[config.mk]
export PLATFORM = sky130hd
export DESIGN_NAME = tlrb_cfg_flat
export DESIGN_NICKNAME = d
export VERILOG_FILES = /design/src/rtl/tlrb_pkg.sv /design/src/rtl/tlrb_ifs.sv /design/src/rtl/tlrb_cfg.sv /design/src/flat_wrapper.sv
export SDC_FILE = /design/constraint.sdc
export NUM_CORES = 1
export LEC_CHECK = 0
export BUFFER_PORTS_ARGS = -buffer_cell sky130_fd_sc_hd__clkbuf_2
export CAP_MARGIN = 15
export CORE_MARGIN = 2
export CORE_UTILIZATION = 40
export DETAILED_ROUTE_END_ITERATION = 10
export PLACE_DENSITY = 0.73
export SETUP_SLACK_MARGIN = 0.15
export SLEW_MARGIN = 15
export SYNTH_ARGS = -nofsm -noshare
export SYNTH_HDL_FRONTEND = slang
export SYNTH_SLANG_ARGS = --single-unit
[constraint.sdc]
create_clock -name clk -period 1.7 [get_ports clk]
set_clock_uncertainty 0.05 [all_clocks]
set_input_delay 0.34 -clock clk [delete_from_list [all_inputs] [get_ports clk]]
set_output_delay 0.34 -clock clk [all_outputs]
set_load 0.01 [all_outputs]
[src/rtl/tlrb_pkg.sv]
// ----------------------------------------------------------------------------
// tlrb_pkg: shared types and constants of the text line ring buffer
// Register indexes, character codes, operation codes and the structs that
// travel between the configuration, cursor, store and top level modules.
// ----------------------------------------------------------------------------
package tlrb_pkg;

  // Configuration register indexes.
  localparam logic [7:0] CFG_LINE_LENGTH  = 8'd0;
  localparam logic [7:0] CFG_LINES_IN_USE = 8'd1;

  // Register reset values.
  localparam logic [7:0] LINE_LENGTH_RST  = 8'd80;
  localparam logic [6:0] LINES_IN_USE_RST = 7'd64;

  // Character codes.
  localparam logic [7:0] CHAR_NEWLINE = 8'd10;
  localparam logic [7:0] CHAR_NUL     = 8'd0;

  // Operation codes.
  localparam logic OP_APPEND = 1'b0;
  localparam logic OP_READ   = 1'b1;

  // Effective configuration, already clamped to the legal ranges.
  typedef struct packed {
    logic [7:0] eff_len;
    logic [6:0] eff_slots;
    logic       wr;
  } cfg_t;

  // Memory requests from the cursor logic to the store.
  typedef struct packed {
    logic       chr_we;
    logic [6:0] chr_slot;
    logic [7:0] chr_col;
    logic [7:0] chr_data;
    logic       len_we;
    logic [6:0] len_slot;
    logic [7:0] len_data;
    logic [6:0] rd_slot;
    logic [6:0] rd_col;
  } mem_req_t;

  // Result fields known before the store read returns.
  typedef struct packed {
    logic       idx_valid;
    logic [6:0] col;
    logic [6:0] visible;
    logic [7:0] cursor;
  } meta_t;

endpackage

[src/rtl/tlrb_ifs.sv]


interface tlrb_cfg_if;
  logic       valid;
  logic       ready;
  logic [7:0] index;
  logic [7:0] data;

  modport source (output valid, output index, output data, input ready);
  modport sink   (input valid, input index, input data, output ready);
endinterface

[src/rtl/tlrb_cfg.sv]
// ----------------------------------------------------------------------------
// tlrb_cfg: configuration registers
// Holds line length and slot count and presents them clamped to the range
// that the storage supports.
// ----------------------------------------------------------------------------
module tlrb_cfg #(
  parameter int MAX_LINE_LENGTH = 128,
  parameter int MAX_LINES       = 64
) (
  input  logic               clk,
  input  logic               rst_n,
  tlrb_cfg_if.sink           cfg_ch,
  output tlrb_pkg::cfg_t     cfg
);

  logic [7:0] line_length_r;
  logic [6:0] lines_in_use_r;
  logic       wr;

  assign cfg_ch.ready = 1'b1;
  assign wr = cfg_ch.valid && cfg_ch.ready;

  always_ff @(posedge clk) begin
    if (!rst_n) begin
      line_length_r  <= tlrb_pkg::LINE_LENGTH_RST;
      lines_in_use_r <= tlrb_pkg::LINES_IN_USE_RST;
    end else if (wr) begin
      if (cfg_ch.index == tlrb_pkg::CFG_LINE_LENGTH) begin
        line_length_r <= cfg_ch.data;
      end else if (cfg_ch.index == tlrb_pkg::CFG_LINES_IN_USE) begin
        lines_in_use_r <= cfg_ch.data[6:0];
      end
    end
  end

  always_comb begin
    cfg.wr = wr;
    if (line_length_r == 8'd0) begin
      cfg.eff_len = 8'd1;
    end else if (int'(line_length_r) > MAX_LINE_LENGTH) begin
      cfg.eff_len = 8'(MAX_LINE_LENGTH);
    end else begin
      cfg.eff_len = line_length_r;
    end
    if (lines_in_use_r == 7'd0) begin
      cfg.eff_slots = 7'd1;
    end else if (int'(lines_in_use_r) > MAX_LINES) begin
      cfg.eff_slots = 7'(MAX_LINES);
    end else begin
      cfg.eff_slots = lines_in_use_r;
    end
  end

endmodule

[src/flat_wrapper.sv]
// flat-port wrapper written by rule: the top's interface ports become plain ports
module tlrb_cfg_flat 
#(
  parameter int MAX_LINE_LENGTH = 128,
  parameter int MAX_LINES       = 64
)
  (clk, rst_n, cfg, cfg_ch_valid, cfg_ch_index, cfg_ch_data, cfg_ch_ready);
  tlrb_cfg_if cfg_ch_i ();
  input  logic clk;
  input  logic rst_n;
  output tlrb_pkg::cfg_t cfg;
  input wire logic [$bits(cfg_ch_i.valid)-1:0] cfg_ch_valid;
  input wire logic [$bits(cfg_ch_i.index)-1:0] cfg_ch_index;
  input wire logic [$bits(cfg_ch_i.data)-1:0] cfg_ch_data;
  output wire logic [$bits(cfg_ch_i.ready)-1:0] cfg_ch_ready;
  assign cfg_ch_i.valid = cfg_ch_valid;
  assign cfg_ch_i.index = cfg_ch_index;
  assign cfg_ch_i.data = cfg_ch_data;
  assign cfg_ch_ready = cfg_ch_i.ready;
  tlrb_cfg #(.MAX_LINE_LENGTH(MAX_LINE_LENGTH), .MAX_LINES(MAX_LINES)) u_core (.clk(clk), .rst_n(rst_n), .cfg_ch(cfg_ch_i), .cfg(cfg));
endmodule
Word level (Yosys, flattened, before mapping)
Cells that the tools add are included.
{ "word_totals": {"ff_bits": 15, "in_bits": 19, "out_inout_bits": 17, "wordCells": 15} }
{ "op_classes": {"magnitude_cmp": 2, "n_eq_ne": 1, "muxes": 4, "n_bitwise": 1, "reduce_logical": 5} }
{ "op_table": {"columns": ["op", "n"], "rows": [
  ["8-bit logical NOT", 2],
  ["8-bit two-way mux", 2],
  ["7-bit two-way mux", 2],
  ["8-bit by 1-bit == test with 1-bit output (second input constant)", 1],
  ["8-bit > comparator (second input constant)", 1],
  ["7-bit > comparator (second input constant)", 1],
  ["7-bit logical NOT", 1],
  ["3-bit AND reduction", 1],
  ["2-bit AND reduction", 1],
  ["1-bit inverter", 1]
]} }

Longest topological paths before layout
{ "logic_depth": {"word_depth": 3, "mapped_depth": 4, "mapped_depth_nobuf": 3} }

Worst setup path after synthesis
OpenSTA, ideal clock, no wires.
{ "synth_timing": {"path_kind": "input port to flip-flop", "start": "input port cfg_ch_index[4]", "end": "register u_core.line_length_r[6]", "setup_time_ps": 121, "t_arrival_ps": 1475, "required_ps": 1529, "setup_slack_ps": 54, "path_stages": 4, "n_path_buf": 1, "path_cell_list": "or4b_4 -> or3_1 -> buf_6 -> mux2i_1"} }
{ "synth_between": {"elab_chain_cells": 2} }
{ "synth_rtl": {"columns": ["item", "line_no", "source"], "rows": [
  ["start, declared", "flat_wrapper.sv:13", "input wire logic [$bits(cfg_ch_i.index)-1:0] cfg_ch_index;"],
  ["8-bit logical NOT", "tlrb_cfg.sv:28", "if (cfg_ch.index == tlrb_pkg::CFG_LINE_LENGTH) begin"],
  ["2-bit AND reduction (no line)", null, null],
  ["end signal, assigned", "tlrb_cfg.sv:25", "line_length_r <= tlrb_pkg::LINE_LENGTH_RST;"],
  ["end signal, assigned", "tlrb_cfg.sv:29", "line_length_r <= cfg_ch.data;"],
  ["end, declared", "tlrb_cfg.sv:16", "logic [7:0] line_length_r;"]
]} }
Every way passes these cells.
A chain may end at the register's enable or synchronous reset.

==> metrics.csv <==
metric;value;unit
startpoint types;register;
largest net degree at the start of global routing;24;
Clk Latency, worst-skew pair;0.29;ns
initial core utilization;0.4348;
Iter 0 DRT Violations;7;
FF+latch count, synth;15;
post-synthesis sequential area ratio;0.3915;
Tot Pwr;0.0006052;W
crit-path max cell delay;0.33;ns
H-Tree Depth;1;
Synth top cells by count;nand2_1 (19), dfxtp_1 (15), mux2i_1 (14), nor2b_1 (14);
Period minus WS final;1.567;ns
asr flop ratio synth;0;
# IOs;36;
first-pass GRT wire length;2.346;mm
critical path's top delay family;flip-flops;
PwrDens;603.1;mW/mm^2
count of final hold-check violations;0;
CTS tree;done;
clock slew at reported path FFs;0.09;ns
maximum vdd ir drop;0.0005857;V
synth unique cells;23;
final WL;1.572;mm
Critical Path RT;1.31;ns
Core ar.;0.001764;mm^2
GPL Wtd Cong;0.7395;
FILL cells;190;
fin nets;145;
crit path DAT;1.18;ns
Clock Tree Root;clkbuf_4;
die height;47.79;um
Post-synth top flop;dfxtp_1;
Area contributors post-synth;dfxtp_1 (39%), mux2i_1 (18%), nor2b_1 (11%);
routed vias;703;
Area Growth Syn to Fin;30.83;%
site row count;15;
CTS hold repair buffers;0;
GR Overflow Total;0;
Post-synth EDFFs;0;
final worst path period share;0.9219;
Num Clock Sinks;15;
LEAKAGE;0.4764;nW
WP buf/inv;1;
setup TNS;0;ns
post-DP HPWL;1.280;mm
I/O Buffers;34;
DRC Markers;0;
most common cell in the synthesized netlist;nand2_1;
Mapped Cells;90;
vias in the first global route;557;
YS warnings;0;
Max Fclk;638.0;MHz
initial antenna violation count;0;
Yosys top cell by area;dfxtp_1;
post-synth net total;109;
antenna cells;0;
Mapped Area;767.0;um^2
share of the synthesized area in the top cell type;0.3915;
proportion of layout cells with a drive suffix above 1;0.4000;
crit-path cells;nor4_2 -> a21oi_1 -> nor2_1 -> buf_2;
Die ar.;0.002284;mm^2
number of max-cap violations;0;
Avg WL per Cell;10.48;um
critical path class;reg2out;
result of the run;completed;
Post-DRT Antenna Nets;0;
GRT Overall Usage;0.1538;
Critical-path top delay cell;dfxtp_2;
Slew Limit Fails;0;
first drt pass iteration count;4;
final-report setup violation count;0;
Die W;47.79;um
via-per-instance ratio;4.687;
CP Max Fanout;2;
CTS Buffer Depth;2;
syn avg cell area;8.522;um^2
CTS Buf Count;3;
Crit. End Element;primary output;
Hold Crit Class;in2reg;
RSZ-0062 raised after global routing;true;
[timing repair]
action | in CTS | in global routing
gates cloned | 0 | 0
endpoints found under the setup margin | 1 | 2
gates resized for setup | 2 | 5
buffers inserted | 1 | 0
pin swaps | 2 | 1
[registers in the layout, indices dropped and copies added, names as in the netlist]
register / flops
u_core.lines_in_use_r: 7
u_core.line_length_r: 8
[logic make-up (layout without fill, tap and decap cells)]
group / Yosys count / in the layout / synth area share
compound gates: 4 / 4 / 0.03263
buf+inv: 9 / 44 / 0.06360
flops: 15 / 15 / 0.3915
mux: 14 / 14 / 0.1827
other cells: 1 / 1 / 0.004889
simple gates: 47 / 47 / 0.3246
[report_power, final]
part           switching [W]  internal [W]  total [W]
sequential       0.000000408      0.000351   0.000352
clock               0.000114     0.0000874   0.000201
combinational      0.0000266     0.0000257  0.0000523
total               0.000141      0.000465   0.000605
[per-layer routing]
layer	wire [um]	global-route usage	up-vias
li1	-	-	373
met1	705	0.1701	299
met2	738	0.2480	27
met3	102	0.07925	4
met4	25	0.06486	0
met5	0	0	-
[placed cells by master (no fill, tap or decap)]
| cell | n |
|---|---|
| o31ai_1 | 1 |
| clkbuf_2 | 32 |
| clkbuf_4 | 3 |
| dfxtp_1 | 12 |
| or4_1 | 1 |
| conb_1 | 1 |
| nand3_1 | 1 |
| a21oi_1 | 2 |
| or3_1 | 1 |
| mux2i_1 | 14 |
| buf_4 | 5 |
| and3_1 | 1 |
| clkinv_2 | 1 |
| or4b_4 | 1 |
| nor3_2 | 2 |
| nor4_2 | 1 |
| nor4b_1 | 1 |
| o211ai_1 | 1 |
| nor2_1 | 4 |
| nor2b_1 | 14 |
| dfxtp_2 | 3 |
| inv_1 | 1 |
| nor4_1 | 1 |
| buf_2 | 2 |
| nand2_1 | 19 |
[worst paths after layout]
check / from / end / slack, ns / cells after the start
worst min-delay path: cfg_ch_data[7] / u_core.line_length_r[7]$_SDFFE_PN0P_ / 0.24 / 3
worst max register to register: u_core.line_length_r[7]$_SDFFE_PN0P_ / u_core.line_length_r[7]$_SDFFE_PN0P_ / 0.89 / 2
worst max-delay path: u_core.line_length_r[4]$_SDFFE_PN1P_ / cfg[8] / 0.13 / 4
worst min register to register: u_core.lines_in_use_r[0]$_SDFFE_PN0P_ / u_core.lines_in_use_r[0]$_SDFFE_PN0P_ / 0.42 / 2
[worst min-delay path, stage by stage]
cell	delay, ns
clkbuf_2	0.08
nand2_1	0.05
mux2i_1	0.06
[stage by stage]
step	utilization	setup slack, ns	cell area [um^2]	hold WS, ns	cells
floorplan	-	0.05377	767.0	0.3845	90
global placement	0.5404	-0.06489	953.4	0.4004	145
detailed placement	0.5404	-0.1036	953.4	0.4092	145
CTS	0.5645	0.09695	996.0	0.2415	150
global route	0.5688	0.05931	1003	0.2481	150
finish	0.5688	0.1327	1003	0.2430	150
[area by class of cell]
type | instances | area [um^2] | area share
Timing Repair Buffer | 39 | 207.7 | 0.2070
Multi-Input combinational cell | 66 | 429.2 | 0.4277
Clock inverter | 1 | 5.005 | 0.004988
Clock buffer | 3 | 22.52 | 0.02244
Tap cell | 25 | 31.28 | 0.03117
Inverter | 1 | 3.754 | 0.003741
Sequential cell | 15 | 304.0 | 0.3030
No activity file was read; power rests on OpenSTA's default activity.
