<file path="src/rtl/tlrb_pkg.sv">
// ----------------------------------------------------------------------------
// tlrb_pkg: shared types and constants of the text line ring buffer
// Register indexes, character codes, operation codes and the structs that
// travel between the configuration, cursor, store and top level modules.
// ----------------------------------------------------------------------------
package tlrb_pkg;

  // Configuration register indexes.
  localparam logic [7:0] CFG_LINE_LENGTH  = 8'd0;
  localparam logic [7:0] CFG_LINES_IN_USE = 8'd1;

  // Register reset values.
  localparam logic [7:0] LINE_LENGTH_RST  = 8'd80;
  localparam logic [6:0] LINES_IN_USE_RST = 7'd64;

  // Character codes.
  localparam logic [7:0] CHAR_NEWLINE = 8'd10;
  localparam logic [7:0] CHAR_NUL     = 8'd0;

  // Operation codes.
  localparam logic OP_APPEND = 1'b0;
  localparam logic OP_READ   = 1'b1;

  // Effective configuration, already clamped to the legal ranges.
  typedef struct packed {
    logic [7:0] eff_len;
    logic [6:0] eff_slots;
    logic       wr;
  } cfg_t;

  // Memory requests from the cursor logic to the store.
  typedef struct packed {
    logic       chr_we;
    logic [6:0] chr_slot;
    logic [7:0] chr_col;
    logic [7:0] chr_data;
    logic       len_we;
    logic [6:0] len_slot;
    logic [7:0] len_data;
    logic [6:0] rd_slot;
    logic [6:0] rd_col;
  } mem_req_t;

  // Result fields known before the store read returns.
  typedef struct packed {
    logic       idx_valid;
    logic [6:0] col;
    logic [6:0] visible;
    logic [7:0] cursor;
  } meta_t;

endpackage

</file>
<file path="src/rtl/tlrb_cursor.sv">
// ----------------------------------------------------------------------------
// tlrb_cursor: write cursor and ring position
// Keeps column, slot and line count, decides wrap and newline handling and
// forms the store accesses for the item in the input register.
// ----------------------------------------------------------------------------
module tlrb_cursor (
  input  logic                 clk,
  input  logic                 rst_n,
  input  tlrb_pkg::cfg_t       cfg,
  input  logic                 fire,
  input  logic                 operation,
  input  logic [7:0]           char_in,
  input  logic [5:0]           line_index,
  input  logic [6:0]           column,
  output tlrb_pkg::mem_req_t   req,
  output tlrb_pkg::meta_t      meta,
  output logic                 busy
);

  logic [7:0] wcol_r, wcol_nxt;
  logic [6:0] wslot_r, wslot_nxt;
  logic [6:0] wmod_r, wmod_nxt;   // write slot reduced modulo the slot count
  logic [6:0] total_r, total_nxt;
  logic [6:0] rem_r;
  logic       rcp_busy_r;

  logic [7:0] nl_s8;
  logic [6:0] nl_slot;
  logic [6:0] nl_total;
  logic [6:0] total_eff;
  logic [6:0] total_eff_nxt;
  logic [7:0] k8;
  logic [7:0] slot8;
  logic       wrap;
  logic [6:0] ap_slot;
  logic [7:0] ap_col;

  assign busy = rcp_busy_r;

  always_comb begin
    nl_s8    = {1'b0, wslot_r} + 8'd1;
    nl_slot  = (nl_s8 >= {1'b0, cfg.eff_slots}) ? 7'd0 : nl_s8[6:0];
    nl_total = (({1'b0, total_r} + 8'd1) < {1'b0, cfg.eff_slots}) ?
               (total_r + 7'd1) : cfg.eff_slots;
    total_eff = (total_r < cfg.eff_slots) ? total_r : cfg.eff_slots;

    // Logical line index 0 is the oldest visible line; the last visible index maps to the write slot.
    k8    = {1'b0, total_eff} - 8'd1 - {2'b00, line_index};
    slot8 = ({1'b0, wmod_r} >= k8) ? ({1'b0, wmod_r} - k8) :
            ({1'b0, wmod_r} + {1'b0, cfg.eff_slots} - k8);

    wrap    = (wcol_r >= cfg.eff_len) || (wslot_r >= cfg.eff_slots);
    ap_slot = wrap ? nl_slot : wslot_r;
    ap_col  = wrap ? 8'd0 : wcol_r;

    wcol_nxt  = wcol_r;
    wslot_nxt = wslot_r;
    wmod_nxt  = wmod_r;
    total_nxt = total_r;

    req.chr_we   = 1'b0;
    req.chr_slot = ap_slot;
    req.chr_col  = ap_col;
    req.chr_data = char_in;
    req.len_we   = 1'b0;
    req.len_slot = ap_slot;
    req.len_data = ap_col + 8'd1;
    req.rd_slot  = slot8[6:0];
    req.rd_col   = column;

    if (operation == tlrb_pkg::OP_APPEND) begin
      if (char_in == tlrb_pkg::CHAR_NEWLINE) begin
        wcol_nxt     = 8'd0;
        wslot_nxt    = nl_slot;
        wmod_nxt     = nl_slot;
        total_nxt    = nl_total;
        req.len_we   = fire;
        req.len_slot = nl_slot;
        req.len_data = 8'd0;
      end else if (char_in != tlrb_pkg::CHAR_NUL) begin
        wcol_nxt   = ap_col + 8'd1;
        wslot_nxt  = ap_slot;
        req.chr_we = fire;
        req.len_we = fire;
        if (wrap) begin
          wmod_nxt  = nl_slot;
          total_nxt = nl_total;
        end
      end
    end

    total_eff_nxt  = (total_nxt < cfg.eff_slots) ? total_nxt : cfg.eff_slots;
    meta.idx_valid = (operation == tlrb_pkg::OP_READ) &&
                     ({1'b0, line_index} < total_eff);
    meta.col       = column;
    meta.visible   = total_eff_nxt;
    meta.cursor    = wcol_nxt;
  end

  always_ff @(posedge clk) begin
    if (!rst_n) begin
      wcol_r     <= 8'd0;
      wslot_r    <= 7'd0;
      wmod_r     <= 7'd0;
      total_r    <= 7'd1;
      rem_r      <= 7'd0;
      rcp_busy_r <= 1'b0;
    end else begin
      if (fire) begin
        wcol_r  <= wcol_nxt;
        wslot_r <= wslot_nxt;
        wmod_r  <= wmod_nxt;
        total_r <= total_nxt;
      end
      // After a register write the ring position is reduced by repeated
      // subtraction of the new slot count.
      if (cfg.wr) begin
        rcp_busy_r <= 1'b1;
        rem_r      <= wslot_r;
      end else if (rcp_busy_r) begin
        if (rem_r >= cfg.eff_slots) begin
          rem_r <= rem_r - cfg.eff_slots;
        end else begin
          rcp_busy_r <= 1'b0;
          wmod_r     <= rem_r;
        end
      end
    end
  end

endmodule

</file>
<file path="config.mk">
export PLATFORM = sky130hd
export DESIGN_NAME = tlrb_cursor
export DESIGN_NICKNAME = d
export VERILOG_FILES = /design/src/rtl/tlrb_pkg.sv /design/src/rtl/tlrb_cursor.sv
export SDC_FILE = /design/constraint.sdc
export NUM_CORES = 1
export LEC_CHECK = 0
export ABC_AREA = 1
export BUFFER_PORTS_ARGS = -buffer_cell sky130_fd_sc_hd__buf_2
export CORE_ASPECT_RATIO = 0.7
export CORE_MARGIN = 1
export CORE_UTILIZATION = 60
export CTS_CLUSTER_DIAMETER = 60
export CTS_CLUSTER_SIZE = 28
export DETAILED_ROUTE_END_ITERATION = 16
export MAX_ROUTING_LAYER = met4
export PLACE_DENSITY = 0.84
export SYNTH_ARGS = -nofsm -noshare
export SYNTH_HDL_FRONTEND = slang
export SYNTH_SLANG_ARGS = --single-unit
</file>
<file path="constraint.sdc">
create_clock -name clk -period 6.8 [get_ports clk]
set_input_delay 0.34 -clock clk [delete_from_list [all_inputs] [get_ports clk]]
set_output_delay 0.34 -clock clk [all_outputs]
set_load 0.005 [all_outputs]
</file>
[Word-level counts from Yosys, hierarchy flattened]
Index checks and enable logic that the tools add are counted.
Operators by class
  add/sub/neg operators: 10
  muxes and demuxes: 36
  equal/unequal tests: 1
  reductions and logical operators: 8
  bitwise gates (word level): 1
  $lt $le $gt $ge: 9
Operators by type and width (number)
  $mux W7: 23
  $mux W8: 4
  $sub A7 B7 Y7: 3
  $add A7 B1 Y8 const B: 2
  $mux W16: 1
  $mux W15: 1
  $ge A7 B7 Y1: 2
  $lt A7 B7 Y1: 2
  $add A8 B1 Y8 const B: 1
  $eq A8 B4 Y1 const B: 1
  $ge A7 B8 Y1: 1
  $ge A8 B7 Y1: 1
  $ge A8 B8 Y1: 1
  $lt A8 B7 Y1: 1
  $reduce_bool A8 Y1: 1
  $sub A7 B1 Y8 const B: 1
  $sub A8 B6 Y8: 1
  $add A7 B1 Y7 const B: 1
  $add A7 B7 Y7: 1
  $lt A6 B7 Y1: 1
  $mux W1: 7
  $reduce_bool A2 Y1: 3
  $reduce_and A3 Y1: 1
  $reduce_and A2 Y1: 1
  other kinds (3): 3
Storage, ports and cells
  logic and storage cells: 71
  register bits after elaboration: 37
  output and inout bits: 78

[Longest topological paths before layout]
  depth in word-level cells: 11
  gate-level depth with buffers: 28
  gate-level depth less buffers: 27

[Worst setup path before layout]
No wires, ideal clock.
  path type: input to output
  start: in cfg[3] (netlist bit)
  end: out req[13] (netlist bit)
  data arrival time: 4.358 ns
  stages on the path: 24
  setup slack: 2.102 ns
  cell sequence: inv_1 ha_1 a21oi_1 nand2_1 nand4_1 o211ai_1 clkbuf_1 o21ai_0 ha_1 inv_1 fa_1 fa_1 inv_1 fa_1 o21ai_0 nand2_1 a21oi_1 nor2_1 xnor2_1 xor2_1 inv_1 nand2_1 nand3_1 nand2_1
RTL lines
  start, declared: RTL line tlrb_cursor.sv:9  | input tlrb_pkg::cfg_t cfg,
  end, declared: RTL line tlrb_cursor.sv:15  | output tlrb_pkg::mem_req_t req,

==> impl_metrics.env <==
export IMPL_wl_per_cell_um=14.4
export IMPL_hold_class="in -> reg"
export IMPL_synth_nets=1011
export IMPL_yosysSeqAreaShare=0.136
export IMPL_grt_pass1_vias=4912
export IMPL_die_area_mm2=0.00949
export IMPL_cts_root_buf="clkbuf_16"
export IMPL_hold_buffers=0
export IMPL_fmax_mhz=178
export IMPL_rsz0062_at_grt="false"
export IMPL_yosys_area_share_simple=0.287
export IMPL_die_w_um=116
export IMPL_slew_violations=0
export IMPL_cp_max_fo=14
export IMPL_maxCapViolCount=0
export IMPL_ys_warn_count=0
export IMPL_cp_required_ns=6.46
export IMPL_synth_compound_area_frac=0.177
export IMPL_cp_data_arrival_time_ns=5.28
export IMPL_slew_headroom=0.328
export IMPL_synth_cell_type_count=38
export IMPL_postCtsSetupRepairBufs=0
export IMPL_synth_mux_area_frac=0
export IMPL_drive_gt1_frac=0.139
export IMPL_worstSetupPathType="reg -> out"
export IMPL_ir_drop_uv=113
export IMPL_worst_setup_path_end_kind="primary output"
export IMPL_finalSetupViolCount=0
export IMPL_synth_edff_count=0
export IMPL_clock_path_buffers=2
export IMPL_gr_total_overflow=0
export IMPL_synth_seq_cells=37
export IMPL_gp_congestion=0.966
export IMPL_htree_num_levels=2
export IMPL_place_area_mm2=0.00584
export IMPL_drt_iter0_markers=589
export IMPL_clock_sinks=37
export IMPL_rows=28
export IMPL_n_antenna_cell=0
export IMPL_leakagePower_nw=3.35
export IMPL_synth_xor_area_frac=0.0511
export IMPL_ys_flop_type="dfxtp_1"
export IMPL_startpoint_type="register"
export IMPL_fin_crit_sh=0.826
export IMPL_final_cell_mix="nand2_1, inv_1, buf_2"
export IMPL_synth_fa_ha_area_frac=0.201
export IMPL_worst_pin_slew_ns=1.00
export IMPL_final_common_cell="nand2_1"
export IMPL_cts_buffers=5
export IMPL_p_per_area_mw_per_mm2=193
export IMPL_dr_pass1_iters=5
export IMPL_grt_start_max_net_pins=26
export IMPL_dieHeight_um=81.8
export IMPL_fin_nets=1075
export IMPL_drt_wl_total_um=15400
export IMPL_antenna_found_initial=0
export IMPL_cts_repair_resized=0
export IMPL_ios=119
export IMPL_skew_ns=0.00792
export IMPL_area_delta_synth_final_pct=9.75
export IMPL_path_clk_slew_ns=0.06
export IMPL_setup_tns_final_ns=0
export IMPL_track_usage=0.349
export IMPL_status="finished, final reports clean"
export IMPL_vias_per_cell=5.49
export IMPL_synthArstFlopShare=0
export IMPL_drc_errors=0
export IMPL_synth_top_family_by_area="simple AND/OR/NAND/NOR gates"
export IMPL_fin_area_mm2=0.00599
export IMPL_tritoncts="yes"
export IMPL_num_vias=5884
export IMPL_initial_core_util=0.633
export IMPL_port_buffers=97
export IMPL_synth_cells=887
export IMPL_core_area_mm2=0.00862
export IMPL_total_power_mw=1.15
export IMPL_synth_area_per_cell_um2=6.15
export IMPL_ant_nets=0
export IMPL_hpwl_um=12500
export IMPL_clock_latency_ns=0.29
export IMPL_grt_pass1_wl_um=24600
export IMPL_syn_area_mm2=0.00546
export IMPL_fin_crit_ns=5.62
export IMPL_hold_viol=0
[flip-flops by register name (all words and copies together) (netlist names)]
name,flops
rem_r,7
busy,1
wslot_r,7
total_r,7
wcol_r,8
wmod_r,7
[area by class of cell]
cell class / instances / area [um2]
multi-input cells: 662 / 3910
inverters: 148 / 556
repair buffers: 97 / 485
clock buffers: 5 / 125
clock inverters: 3 / 22.5
well taps: 120 / 150
fillers: 811 / 2630
flip-flops and latches: 37 / 741
[through the flow]
step | hold WS, ns | setup slack (ns) | instances | utilization
after floorplan | 0.459 | 2.10 | 887 | -
final | 0.439 | 1.18 | 1072 | 0.695
after global routing | 0.461 | 0.648 | 1072 | 0.695
after detailed placement | 0.488 | 1.32 | 1064 | 0.678
after CTS | 0.434 | 1.26 | 1072 | 0.695
after global placement | 0.482 | 1.47 | 1064 | 0.678
[power by group]
part / switching, mW / internal (mW) / total [mW] / leakage (nW)
clock network: 0.101 / 0.136 / 0.238 / 0.0738
logic: 0.396 / 0.267 / 0.664 / 2.98
registers: 0.0226 / 0.230 / 0.253 / 0.303
[layer usage]
layer	share of wire	vias to the layer above	global-route usage
li1	-	2978	-
met1	0.49	2608	0.530
met2	0.39	281	0.458
met3	0.11	17	0.0819
met4	0.0081	0	0.0603
met5	0	-	-
[Yosys cell counts, types with 8 or more instances]
master / instances / area [um2]
nand2_1: 216 / 811
inv_1: 141 / 529
a21oi_1: 77 / 385
ha_1: 75 / 938
o21ai_0: 69 / 345
nor2_1: 68 / 255
nand3_1: 48 / 240
dfxtp_1: 37 / 741
xor2_1: 23 / 201
buf_4: 22 / 165
nand4_1: 16 / 100
clkbuf_1: 13 / 48.8
fa_1: 8 / 160
o21ai_1: 8 / 40.0
[cell families (layout without fill, tap and decap cells)]
group	after synthesis	after routing
simple gates	369	369
buf+inv	188	253
flops	37	37
xor+xnor	31	31
fa+ha+maj	83	83
compound gates	179	179
[worst paths after layout]
check | from | end | slack, ns | cells after the start
setup / recovery | total_r[2] | req[13] | 1.18 | 22
hold / removal | cfg[0] | rem_r[4] | 0.44 | 3
setup reg to reg | wslot_r[0] | wcol_r[6] | 3.78 | 17
hold reg to reg | wcol_r[7] | wcol_r[7] | 0.50 | 2
[worst max-delay path, cell delays in order, from the launching register on]
cell and delay, ns:
dfxtp_1 0.48, ha_1 0.31, a21oi_1 0.14, nand2_1 0.06, nand4_1 0.06, o211ai_1 0.33
o21ai_0 0.38, ha_1 0.21, inv_1 0.06, fa_1 0.56, fa_1 0.56, inv_1 0.07
fa_1 0.47, o21ai_0 0.29, nand2_1 0.10, a21oi_1 0.13, nor2_1 0.06, xnor2_1 0.16
xor2_1 0.20, nand3_1 0.10, nand3_1 0.08, nand2_1 0.05, buf_2 0.12
(Power assumes the default switching activity.)
